--- src/hw/rtl/bkvt_pkg.sv ---
`timescale 1ns / 1ps

package bkvt_pkg;

	localparam int CAPACITY   = 16;
	localparam int KEY_BITS   = 32;
	localparam int VALUE_BITS = 32;
	localparam int FUNC_BITS  = 3;
	localparam int POS_BITS   = 4;
	localparam int IDX_BITS   = (CAPACITY > 1) ? $clog2(CAPACITY) : 1;
	localparam int CNT_BITS   = $clog2(CAPACITY + 1);
	localparam int COUNT_BITS = 5;

	typedef logic [KEY_BITS-1:0]   key_t;
	typedef logic [VALUE_BITS-1:0] val_t;
	typedef logic [POS_BITS-1:0]   pos_t;
	typedef logic [IDX_BITS-1:0]   idx_t;
	typedef logic [CNT_BITS-1:0]   cnt_t;
	typedef logic [COUNT_BITS-1:0] count_t;

	localparam cnt_t CAP_CNT = cnt_t'(CAPACITY);
	localparam cnt_t CNT_ONE = cnt_t'(1);

	typedef enum logic [FUNC_BITS-1:0] {
		FN_INSERT     = 3'd0,
		FN_UPDATE     = 3'd1,
		FN_INS_OR_UPD = 3'd2,
		FN_ERASE      = 3'd3,
		FN_CONTAINS   = 3'd4,
		FN_GET_KEY    = 3'd5,
		FN_GET_INDEX  = 3'd6
	} func_t;

	typedef enum logic [2:0] {
		ST_IDLE,
		ST_SEARCH,
		ST_ACT,
		ST_LAST,
		ST_MOVE,
		ST_POS,
		ST_GETPOS,
		ST_FIN
	} state_t;

	typedef struct packed {
		idx_t raddr;
		idx_t waddr;
		logic we_key;
		logic we_val;
		key_t wkey;
		val_t wval;
	} mem_req_t;

	typedef struct packed {
		logic   ok;
		key_t   found_key;
		val_t   found_value;
		count_t count;
	} result_t;

endpackage

--- src/hw/rtl/bkvt_store.sv ---
`timescale 1ns / 1ps

module bkvt_store import bkvt_pkg::*; (
	input  logic     clk,
	input  mem_req_t req,
	output key_t     rd_key,
	output val_t     rd_value
);

	key_t key_mem [CAPACITY];
	val_t val_mem [CAPACITY];

	always_ff @(posedge clk) begin
		if (req.we_key) begin
			key_mem[req.waddr] <= req.wkey;
		end
		if (req.we_val) begin
			val_mem[req.waddr] <= req.wval;
		end
		rd_key   <= key_mem[req.raddr];
		rd_value <= val_mem[req.raddr];
	end

endmodule

--- src/hw/rtl/bkvt_ctrl.sv ---
`timescale 1ns / 1ps

module bkvt_ctrl import bkvt_pkg::*; (
	input  logic                 clk,
	input  logic                 arst_n,
	input  logic                 in_valid,
	output logic                 in_ready,
	input  logic [FUNC_BITS-1:0] func,
	input  key_t                 key,
	input  val_t                 value,
	input  pos_t                 position,
	output mem_req_t             mem_req,
	input  key_t                 rd_key,
	input  val_t                 rd_value,
	input  logic                 res_free,
	output logic                 res_load,
	output result_t              res
);

	state_t state_q, state_d;
	func_t  func_q;
	key_t   key_q;
	val_t   val_q;
	pos_t   pos_q;
	cnt_t   count_q;
	cnt_t   idx_q;
	logic   pend_q;
	idx_t   pend_idx_q;
	logic   found_q;
	idx_t   slot_q;
	logic   ok_q;
	key_t   fk_q;
	val_t   fv_q;

	logic issue, hit, room, insert_go, upd_go, pos_ok;
	cnt_t last_cnt;

	assign issue     = idx_q < count_q;
	assign hit       = (state_q == ST_SEARCH) && pend_q && (rd_key == key_q);
	assign room      = count_q < CAP_CNT;
	assign insert_go = !found_q && room &&
		((func_q == FN_INSERT) || (func_q == FN_INS_OR_UPD));
	assign upd_go    = found_q && ((func_q == FN_UPDATE) || (func_q == FN_INS_OR_UPD));
	assign pos_ok    = cnt_t'(pos_q) < count_q;
	assign last_cnt  = count_q - CNT_ONE;

	always_comb begin
		state_d = state_q;
		case (state_q)
			ST_IDLE: begin
				if (in_valid) begin
					case (func_t'(func))
						FN_INSERT, FN_UPDATE, FN_INS_OR_UPD,
						FN_ERASE, FN_CONTAINS, FN_GET_KEY: state_d = ST_SEARCH;
						FN_GET_INDEX: state_d = ST_POS;
						default: state_d = ST_FIN;
					endcase
				end
			end
			ST_SEARCH: begin
				if (hit || !issue) begin
					state_d = ST_ACT;
				end
			end
			ST_ACT: begin
				if ((func_q == FN_ERASE) && found_q) begin
					state_d = ST_LAST;
				end else begin
					state_d = ST_FIN;
				end
			end
			ST_LAST:   state_d = ST_MOVE;
			ST_MOVE:   state_d = ST_FIN;
			ST_POS:    state_d = ST_GETPOS;
			ST_GETPOS: state_d = ST_FIN;
			ST_FIN: begin
				if (res_free) begin
					state_d = ST_IDLE;
				end
			end
			default: state_d = ST_IDLE;
		endcase
	end

	always_comb begin
		mem_req  = '0;
		in_ready = 1'b0;
		res_load = 1'b0;
		case (state_q)
			ST_IDLE: in_ready = 1'b1;
			ST_SEARCH: mem_req.raddr = idx_q[IDX_BITS-1:0];
			ST_ACT: begin
				if (insert_go) begin
					mem_req.waddr  = count_q[IDX_BITS-1:0];
					mem_req.we_key = 1'b1;
					mem_req.we_val = 1'b1;
					mem_req.wkey   = key_q;
					mem_req.wval   = val_q;
				end else if (upd_go) begin
					mem_req.waddr  = slot_q;
					mem_req.we_val = 1'b1;
					mem_req.wval   = val_q;
				end
			end
			ST_LAST: mem_req.raddr = last_cnt[IDX_BITS-1:0];
			ST_MOVE: begin
				// fill the freed slot with the last entry
				mem_req.waddr  = slot_q;
				mem_req.we_key = 1'b1;
				mem_req.we_val = 1'b1;
				mem_req.wkey   = rd_key;
				mem_req.wval   = rd_value;
			end
			ST_POS: mem_req.raddr = IDX_BITS'(pos_q);
			ST_FIN: res_load = res_free;
			default: ;
		endcase
	end

	always_ff @(posedge clk or negedge arst_n) begin
		if (!arst_n) begin
			state_q <= ST_IDLE;
			count_q <= '0;
			idx_q   <= '0;
			pend_q  <= 1'b0;
		end else begin
			state_q <= state_d;
			case (state_q)
				ST_IDLE: begin
					idx_q  <= '0;
					pend_q <= 1'b0;
				end
				ST_SEARCH: begin
					pend_q <= issue;
					if (issue) begin
						idx_q <= idx_q + CNT_ONE;
					end
				end
				ST_ACT: begin
					if (insert_go) begin
						count_q <= count_q + CNT_ONE;
					end
				end
				ST_MOVE: count_q <= last_cnt;
				default: ;
			endcase
		end
	end

	always_ff @(posedge clk) begin
		case (state_q)
			ST_IDLE: begin
				if (in_valid) begin
					func_q  <= func_t'(func);
					key_q   <= key;
					val_q   <= value;
					pos_q   <= position;
					found_q <= 1'b0;
					ok_q    <= 1'b0;
					fk_q    <= '0;
					fv_q    <= '0;
				end
			end
			ST_SEARCH: begin
				pend_idx_q <= idx_q[IDX_BITS-1:0];
				if (hit) begin
					found_q <= 1'b1;
					slot_q  <= pend_idx_q;
					if (func_q == FN_GET_KEY) begin
						fv_q <= rd_value;
					end
				end
			end
			ST_ACT: begin
				ok_q <= insert_go || upd_go ||
					(found_q && ((func_q == FN_CONTAINS) || (func_q == FN_GET_KEY)));
			end
			ST_MOVE: ok_q <= 1'b1;
			ST_GETPOS: begin
				if (pos_ok) begin
					ok_q <= 1'b1;
					fk_q <= rd_key;
					fv_q <= rd_value;
				end
			end
			default: ;
		endcase
	end

	assign res.ok          = ok_q;
	assign res.found_key   = fk_q;
	assign res.found_value = fv_q;
	assign res.count       = COUNT_BITS'(count_q);

endmodule

--- src/hw/rtl/bounded_key_value_table_unit.sv ---
`timescale 1ns / 1ps

// Channel   Dir  Signals                       Payload
// s_*       in   s_tvalid s_tready s_tdata     request: func, key, value, position
//                s_tuser
// m_*       out  m_tvalid m_tready m_tdata     result: ok, found_key, found_value, count
//                m_tuser
//
// One request at a time. A searched command makes one key compare per cycle on the
// single memory read port (ST_SEARCH), then passes ST_ACT and ST_FIN; a hit ends the
// search early. Erase of a present key adds ST_LAST and ST_MOVE to fetch and move
// the last entry. get_by_index passes ST_POS, ST_GETPOS and ST_FIN; an unused code
// goes straight to ST_FIN.
// Reset clears the entry count; the key and value memories are not cleared.
// A stalled result is held in the output register; the next request is taken
// meanwhile and only its own result waits for the register to drain.

module bounded_key_value_table_unit import bkvt_pkg::*; (
	input  logic                 clk,
	input  logic                 arst_n,
	input  logic                 s_tvalid,
	output logic                 s_tready,
	input  logic [71:0]          s_tdata,  // key[31:0], value[63:32], position[67:64]
	input  logic [FUNC_BITS-1:0] s_tuser,  // func[2:0]
	output logic                 m_tvalid,
	input  logic                 m_tready,
	output logic [71:0]          m_tdata,  // found_key[31:0], found_value[63:32],
	                                       // count[68:64]
	output logic                 m_tuser   // ok[0]
);

	localparam int OUT_PAD = 72 - KEY_BITS - VALUE_BITS - COUNT_BITS;

	mem_req_t mem_req;
	key_t     rd_key;
	val_t     rd_value;
	result_t  res, out_q;
	logic     res_free, res_load, out_valid_q;

	assign res_free = !out_valid_q || m_tready;

	bkvt_store u_store (
		.clk      (clk),
		.req      (mem_req),
		.rd_key   (rd_key),
		.rd_value (rd_value)
	);

	bkvt_ctrl u_ctrl (
		.clk      (clk),
		.arst_n   (arst_n),
		.in_valid (s_tvalid),
		.in_ready (s_tready),
		.func     (s_tuser),
		.key      (s_tdata[KEY_BITS-1:0]),
		.value    (s_tdata[KEY_BITS+VALUE_BITS-1:KEY_BITS]),
		.position (s_tdata[KEY_BITS+VALUE_BITS+POS_BITS-1:KEY_BITS+VALUE_BITS]),
		.mem_req  (mem_req),
		.rd_key   (rd_key),
		.rd_value (rd_value),
		.res_free (res_free),
		.res_load (res_load),
		.res      (res)
	);

	always_ff @(posedge clk or negedge arst_n) begin
		if (!arst_n) begin
			out_valid_q <= 1'b0;
		end else if (res_load) begin
			out_valid_q <= 1'b1;
		end else if (m_tready) begin
			out_valid_q <= 1'b0;
		end
	end

	always_ff @(posedge clk) begin
		if (res_load) begin
			out_q <= res;
		end
	end

	assign m_tvalid = out_valid_q;
	assign m_tuser  = out_q.ok;
	assign m_tdata  = {{OUT_PAD{1'b0}}, out_q.count, out_q.found_value, out_q.found_key};

endmodule
--- config.mk ---
export PLATFORM = sky130hd
export DESIGN_NAME = bounded_key_value_table_unit
export DESIGN_NICKNAME = d
export VERILOG_FILES = /design/src/hw/rtl/bkvt_pkg.sv /design/src/hw/rtl/bkvt_store.sv /design/src/hw/rtl/bkvt_ctrl.sv /design/src/hw/rtl/bounded_key_value_table_unit.sv
export SDC_FILE = /design/constraint.sdc
export NUM_CORES = 2
export LEC_CHECK = 0
export BUFFER_PORTS_ARGS = -buffer_cell sky130_fd_sc_hd__buf_2
export CAP_MARGIN = 20
export CELL_PAD_IN_SITES_DETAIL_PLACEMENT = 1
export CELL_PAD_IN_SITES_GLOBAL_PLACEMENT = 1
export CORE_ASPECT_RATIO = 1.5
export CORE_MARGIN = 2
export CORE_UTILIZATION = 49
export CTS_CLUSTER_DIAMETER = 30
export DETAILED_ROUTE_END_ITERATION = 16
export HOLD_SLACK_MARGIN = 0.06
export PLACE_DENSITY_LB_ADDON = 0.25
export SKIP_CTS_REPAIR_TIMING = 1
export SLEW_MARGIN = 20
export SYNTH_ARGS = -nofsm -noshare
export SYNTH_HDL_FRONTEND = slang
export SYNTH_SLANG_ARGS = --single-unit
--- constraint.sdc ---
create_clock -name clk -period 4.8 [get_ports clk]
set_clock_uncertainty 0.1 [all_clocks]
set_input_delay 0.96 -clock clk [delete_from_list [all_inputs] [get_ports clk]]
set_output_delay 0.96 -clock clk [all_outputs]
set_load 0.005 [all_outputs]
## Word-level counts from Yosys, hierarchy flattened

Memories as Yosys holds them, arrays and structs flattened. A register that Yosys moved wholly into a read port is not among the register bits.
Cells that the tools add are included.

| storage, ports and cells | value |
|---|---|
| output and inout bits | 75 |
| register bits | 230 |
| input bits | 79 |
| bits in writable memories | 1,024 |
| memories kept | 2 |
| logic and storage cells | 132 |

Memories:

| name | depth | bits a word | read ports | clocked after Yosys merged registers in | write ports | line | RTL |
|---|---|---|---|---|---|---|---|
| u_store.key_mem | 16 | 32 | 1 | 1 | 1 | bkvt_store.sv:10 | `key_t key_mem [CAPACITY];` |
| u_store.val_mem | 16 | 32 | 1 | 1 | 1 | bkvt_store.sv:11 | `val_t val_mem [CAPACITY];` |

| cells by class | value |
|---|---|
| multiplexer cells | 41 |
| reduce and logical (&&, ||, !) cells | 37 |
| $lt $le $gt $ge | 3 |
| add/sub/neg operators | 3 |
| eq/ne operators | 27 |

Operators by type and width:

| cell | count |
|---|---|
| $mux W32 | 8 |
| $pmux W70 S2 | 1 |
| $pmux W32 S3 | 1 |
| $pmux W32 S2 | 1 |
| $eq A32 B32 Y1 | 1 |
| $eq A3 B3 Y1 const B | 9 |
| $pmux W3 S7 | 1 |
| $pmux W5 S2 | 2 |
| $eq A3 B2 Y1 const B | 6 |
| $mux W1 | 14 |
| $mux W3 | 4 |
| $pmux W4 S3 | 1 |
| $reduce_and A3 Y1 | 4 |
| $add A5 B1 Y5 const B | 2 |
| $mux W5 | 2 |
| $ne A2 B1 Y1 const B | 5 |
| $eq A3 B1 Y1 const B | 3 |
| $logic_not A3 Y1 | 3 |
| $mux W4 | 2 |
| $reduce_and A2 Y1 | 4 |
| $reduce_bool A2 Y1 | 4 |
| $logic_and A1 B1 Y1 | 7 |
| $logic_or A1 B1 Y1 | 7 |
| $ne A2 B2 Y1 const B | 3 |
| 13 further kinds | 16 |

## Logic depth before layout (Yosys ltp)

| logic depth | value |
|---|---|
| word-level depth | 8 |
| gate-level depth with buffers | 11 |
| mapped depth without buffers | 8 |

## Modules after synthesis

From an unflattened synthesis, not the netlist that was laid out.

| unflattened totals | value |
|---|---|
| cell total of the unflattened synthesis | 2,265 |
| area total of the unflattened synthesis | 49,044.5 um2 |

By module, submodules not included:

| module | area an instance (um2) | instances | cells each | sequential area each (um2) |
|---|---|---|---|---|
| bkvt_store | 39,681.8 | 1 | 1,672 | 32,030.7 |
| bkvt_ctrl | 7,186.9 | 1 | 516 | 4,704.5 |
| bounded_key_value_table_unit | 2,175.8 | 1 | 77 | 2,127.0 |

## Worst setup path after synthesis

No wires, ideal clock.

| timing | value |
|---|---|
| path type | input-to-reg |
| start | in m_tready |
| end | reg out_q, in the netlist m_tdata[0] (enable) |
| stages | 2 |
| path slack | -0.226 ns |
| setup time | 0.521 ns |
| path buffers | 0 |
| data arrival time | 4.404 ns |
| data required time | 4.179 ns |
| cell sequence | inv_1 > a21oi_1 |

| on the way | value |
|---|---|
| cells in the longest elaborated chain, start to end | 2 |

Ends and longest elaborated chain:

| element | line | RTL |
|---|---|---|
| start, declared | bounded_key_value_table_unit.sv:26 | `input logic m_tready,` |
| $logic_or A1 B1 Y1 | bounded_key_value_table_unit.sv:40 | `assign res_free = !out_valid_q \|\| m_tready;` |
| $mux W1 | bkvt_ctrl.sv:89 | `case (state_q)` |
| named net res_load | bounded_key_value_table_unit.sv:38 | `logic res_free, res_load, out_valid_q;` |
| end signal, assigned | bounded_key_value_table_unit.sv:78 | `out_q <= res;` |
| end, declared | bounded_key_value_table_unit.sv:37 | `result_t res, out_q;` |

The timed path passes the listed nets, and every way through them passes these cells.
A chain may end at the register's enable or synchronous reset.

## Worst setup path in the final report

| timing | value |
|---|---|
| start | reg u_ctrl.state_q[2] |
| end | mem u_store.key_mem[15][4] (netlist bit) (enable) |

| on the way | value |
|---|---|
| cells in the longest elaborated chain, start to end | 4 |
| elaborated cells on any way between the ends | 5 |
| those cells by class | 2 x eq/ne; 3 x mux |

Ends and longest elaborated chain:

| element | line | RTL |
|---|---|---|
| start, declared | bkvt_ctrl.sv:20 | `state_t state_q, state_d;` |
| start signal, assigned | bkvt_ctrl.sv:127 | `state_q <= state_d;` |
| $eq A3 B3 Y1 or $eq A3 B2 Y1 (tied branches) | bkvt_ctrl.sv:89 |  |
| $pmux W70 S2 * | bkvt_ctrl.sv:89 |  |
| $mux W1 | bkvt_store.sv:14 | `if (req.we_key) begin` |
| $mux W1 (implied by the code) | bkvt_store.sv:15 | `key_mem[req.waddr] <= req.wkey;` |
| end, declared | bkvt_store.sv:10 |  |

Every way passes the cells marked *; elsewhere a longest branch is shown, timed or not.

==> flow_summary.json <==
{
  "synth_commonest_cells": "edfxtp_1, mux4_2, a22oi_1",
  "fmax_ghz": 0.249,
  "vdd_drop_max_uv": 463,
  "synth_cell_type_count": 60,
  "die_h_um": 391,
  "ys_warn_count": 0,
  "wire_per_inst_um": 30.6,
  "worstSetupPathType": "flop to flop",
  "drt_wl_total_um": 122000,
  "grt_max_degree": 85,
  "maxCapViolCount": 0,
  "crit-reg2reg-launch": "u_ctrl.state_q[2]",
  "die_width_um": 262,
  "synth_cells": 2248,
  "vias_per_cell": 6.01,
  "num_io_pins": 154,
  "fin_setup_tns_ns": 0,
  "ys_ff_latch": 1318,
  "cts_tree": "yes",
  "hold_viol_final": 0,
  "clock_path_buffers": 3,
  "gp_congestion": 0.764,
  "rows": 142,
  "synthToLayoutAreaGrowth_pct": 18.7,
  "dp_hpwl_um": 66700,
  "clock_latency_ns": 0.79,
  "final_nets": 2630,
  "synth.top_cell.area_share_pct": 76.0,
  "first_pass_iters": 5,
  "synthArstFlopShare_pct": 1.14,
  "cts.clk_slew.worst_paths_ns": 0.06,
  "vias": 24000,
  "reg2reg_setup_slack_ns": 0.78,
  "drc": 0,
  "die_area_um2": 102000,
  "coreArea_um2": 99500,
  "cp_max_fo": 20,
  "io_buffers": 146,
  "cts_num_sinks": 1318,
  "max_slew_margin_pct": 25.5,
  "grt.total_usage_pct": 24.7,
  "leakage_uw": 0.0198,
  "synth_area_leader_cell": "edfxtp_1",
  "maxSlewViolCount": 0,
  "cp_data_required_time_ns": 5.15,
  "rsz0062_at_grt": "false",
  "cp-startpoint": "u_ctrl.state_q[2]",
  "p_per_area_nw_per_um2": 644,
  "cp-end-kind": "flop",
  "arrival_ns": 4.38,
  "finalCritPeriodShare_pct": 83.8,
  "grt_pass1_wl_um": 180000,
  "crit_path_start_kind": "flop",
  "synth.avg_cell_area_um2": 21.8,
  "design_area_um2": 58100,
  "tightest_slew_ns": 1.12,
  "yosysSeqAreaShare_pct": 79.4,
  "synthFlopType": "edfxtp_1",
  "drt-initial-drc-count": 2076,
  "synth-edff-count": 1239,
  "antenna_found_initial": 3,
  "setup_violations": 0,
  "grt-ovfl-total": 0,
  "start_util_pct": 49.2,
  "syn-cell-area_um2": 48900,
  "outcome": "complete, no violations",
  "diodes": 0,
  "clockRootBuffer": "clkbuf_16",
  "numCtsBuffers": 176,
  "layout-drive-gt1-share_pct": 31.7,
  "synth.most_common_cell": "edfxtp_1",
  "ant_nets": 0,
  "place_area_um2": 51800,
  "synth.area.top_cells": "edfxtp_1, mux4_2, dfxtp_1",
  "fin_crit_ns": 4.02,
  "r2r_end": "u_store.key_mem[15][4]",
  "grt_pass1_vias": 26500,
  "worstHoldStart": "s_tdata[15]",
  "hold_class": "input pin to flop",
  "reg2reg_depth": 8,
  "crit_end": "u_store.key_mem[15][4]",
  "h-tree-depth": 4
}
[state kept, by name, summed over array words and instances, names as in the netlist, 4 cells and up]
| register | flops |
|---|---|
| u_store.rd_key | 32 |
| u_ctrl.pend_idx_q | 4 |
| u_ctrl.slot_q | 4 |
| u_store.key_mem | 512 |
| u_store.val_mem | 512 |
| u_ctrl.fk_q | 32 |
| u_ctrl.count_q | 5 |
| u_ctrl.pos_q | 4 |
| u_ctrl.key_q | 32 |
| u_ctrl.idx_q | 5 |
| u_store.rd_value | 32 |
| u_ctrl.fv_q | 32 |
| u_ctrl.val_q | 32 |
| m_tdata | 69 |
[worst min-delay path by stage]
stage / end / slack (ns) / cells past startpoint
after floorplan: m_tdata[0] / 0.30 / 0
final: u_ctrl.key_q[15] / 0.25 / 1
after global routing: u_ctrl.key_q[17] / 0.21 / 1
after detailed placement: m_tdata[14] / 0.31 / 0
after CTS: m_tvalid / -0.03 / 1
after global placement: m_tdata[49] / 0.31 / 0
[metal layers]
layer	up-vias	global-route usage [%]	wire length (µm)
li1	9972	-	-
met1	13000	30.1	45900
met2	796	43.9	66500
met3	243	4.07	5720
met4	0	9.16	4100
met5	-	0	0
[cells in the final DEF (no fill, tap or decap), types with 15 or more instances in the layout]
cell type / instances
nand2_1: 76
buf_12: 15
and2_1: 33
mux4_2: 256
edfxtp_1: 1239
clkinv_4: 18
nor2b_1: 37
clkinvlp_4: 17
bufinv_16: 21
dfxtp_1: 64
a22oi_1: 128
buf_2: 146
a22o_1: 65
inv_1: 15
clkbuf_16: 180
inv_6: 35
xor2_1: 32
buf_4: 66
nor2_4: 34
dfrtp_1: 15
[report_power, final]
part / switching [µW] / leakage (µW) / internal [µW]
sequential: 702 / 0.0122 / 14700
clock: 5270 / 0.00301 / 8310
combinational: 4990 / 0.00452 / 3420
[final cells by class]
| type | instances | area [µm²] |
|---|---|---|
| Fill cell | 8290 | 41400 |
| Sequential cell | 1318 | 38900 |
| Multi-Input combinational cell | 802 | 9760 |
| Clock buffer | 199 | 4680 |
| Tap cell | 1296 | 1620 |
| Clock inverter | 130 | 1560 |
| Timing Repair Buffer | 228 | 1540 |
| Inverter | 15 | 56.3 |
[metrics by stage]
stage / hold slack [ns] / power, µW / cells / worst slack, ns / utilization (%)
2_1_floorplan: 0.300 / 21000 / 2250 / 0.520 / -
3_3_place_gp: 0.305 / 23800 / 3658 / 0.937 / 52.1
3_5_place_dp: 0.307 / 24100 / 3658 / 0.780 / 52.1
4_1_cts: -0.0349 / 37800 / 3987 / 0.754 / 58.4
5_1_grt: 0.209 / 38900 / 3988 / 0.601 / 58.4
6_report: 0.246 / 37400 / 3988 / 0.776 / 58.4
[cells by family (layout without fill, tap and decap cells)]
logic type | after synthesis | in the layout | synth area share [%]
AND/OR/NAND/NOR | 243 | 243 | 2.54
other | 1 | 3 | 0.00766
AO/OA/AOI/OAI | 248 | 248 | 3.89
flip-flops | 1318 | 1318 | 79.4
adder cells (fa/ha/maj) | 10 | 10 | 0.256
multiplexers | 260 | 260 | 11.9
XOR/XNOR | 38 | 38 | 0.680
buffers and inverters | 130 | 572 | 1.33
[critical path, stage by stage (launching register included)]
cell and delay, ns:
dfrtp_1 0.36, buf_4 0.20, nor4b_2 0.43, a31oi_1 0.35, nor2b_1 0.27, a2bb2oi_1 0.31
or2_1 0.48, nor2_4 0.79, buf_4 0.39
(Power assumes the default switching activity.)
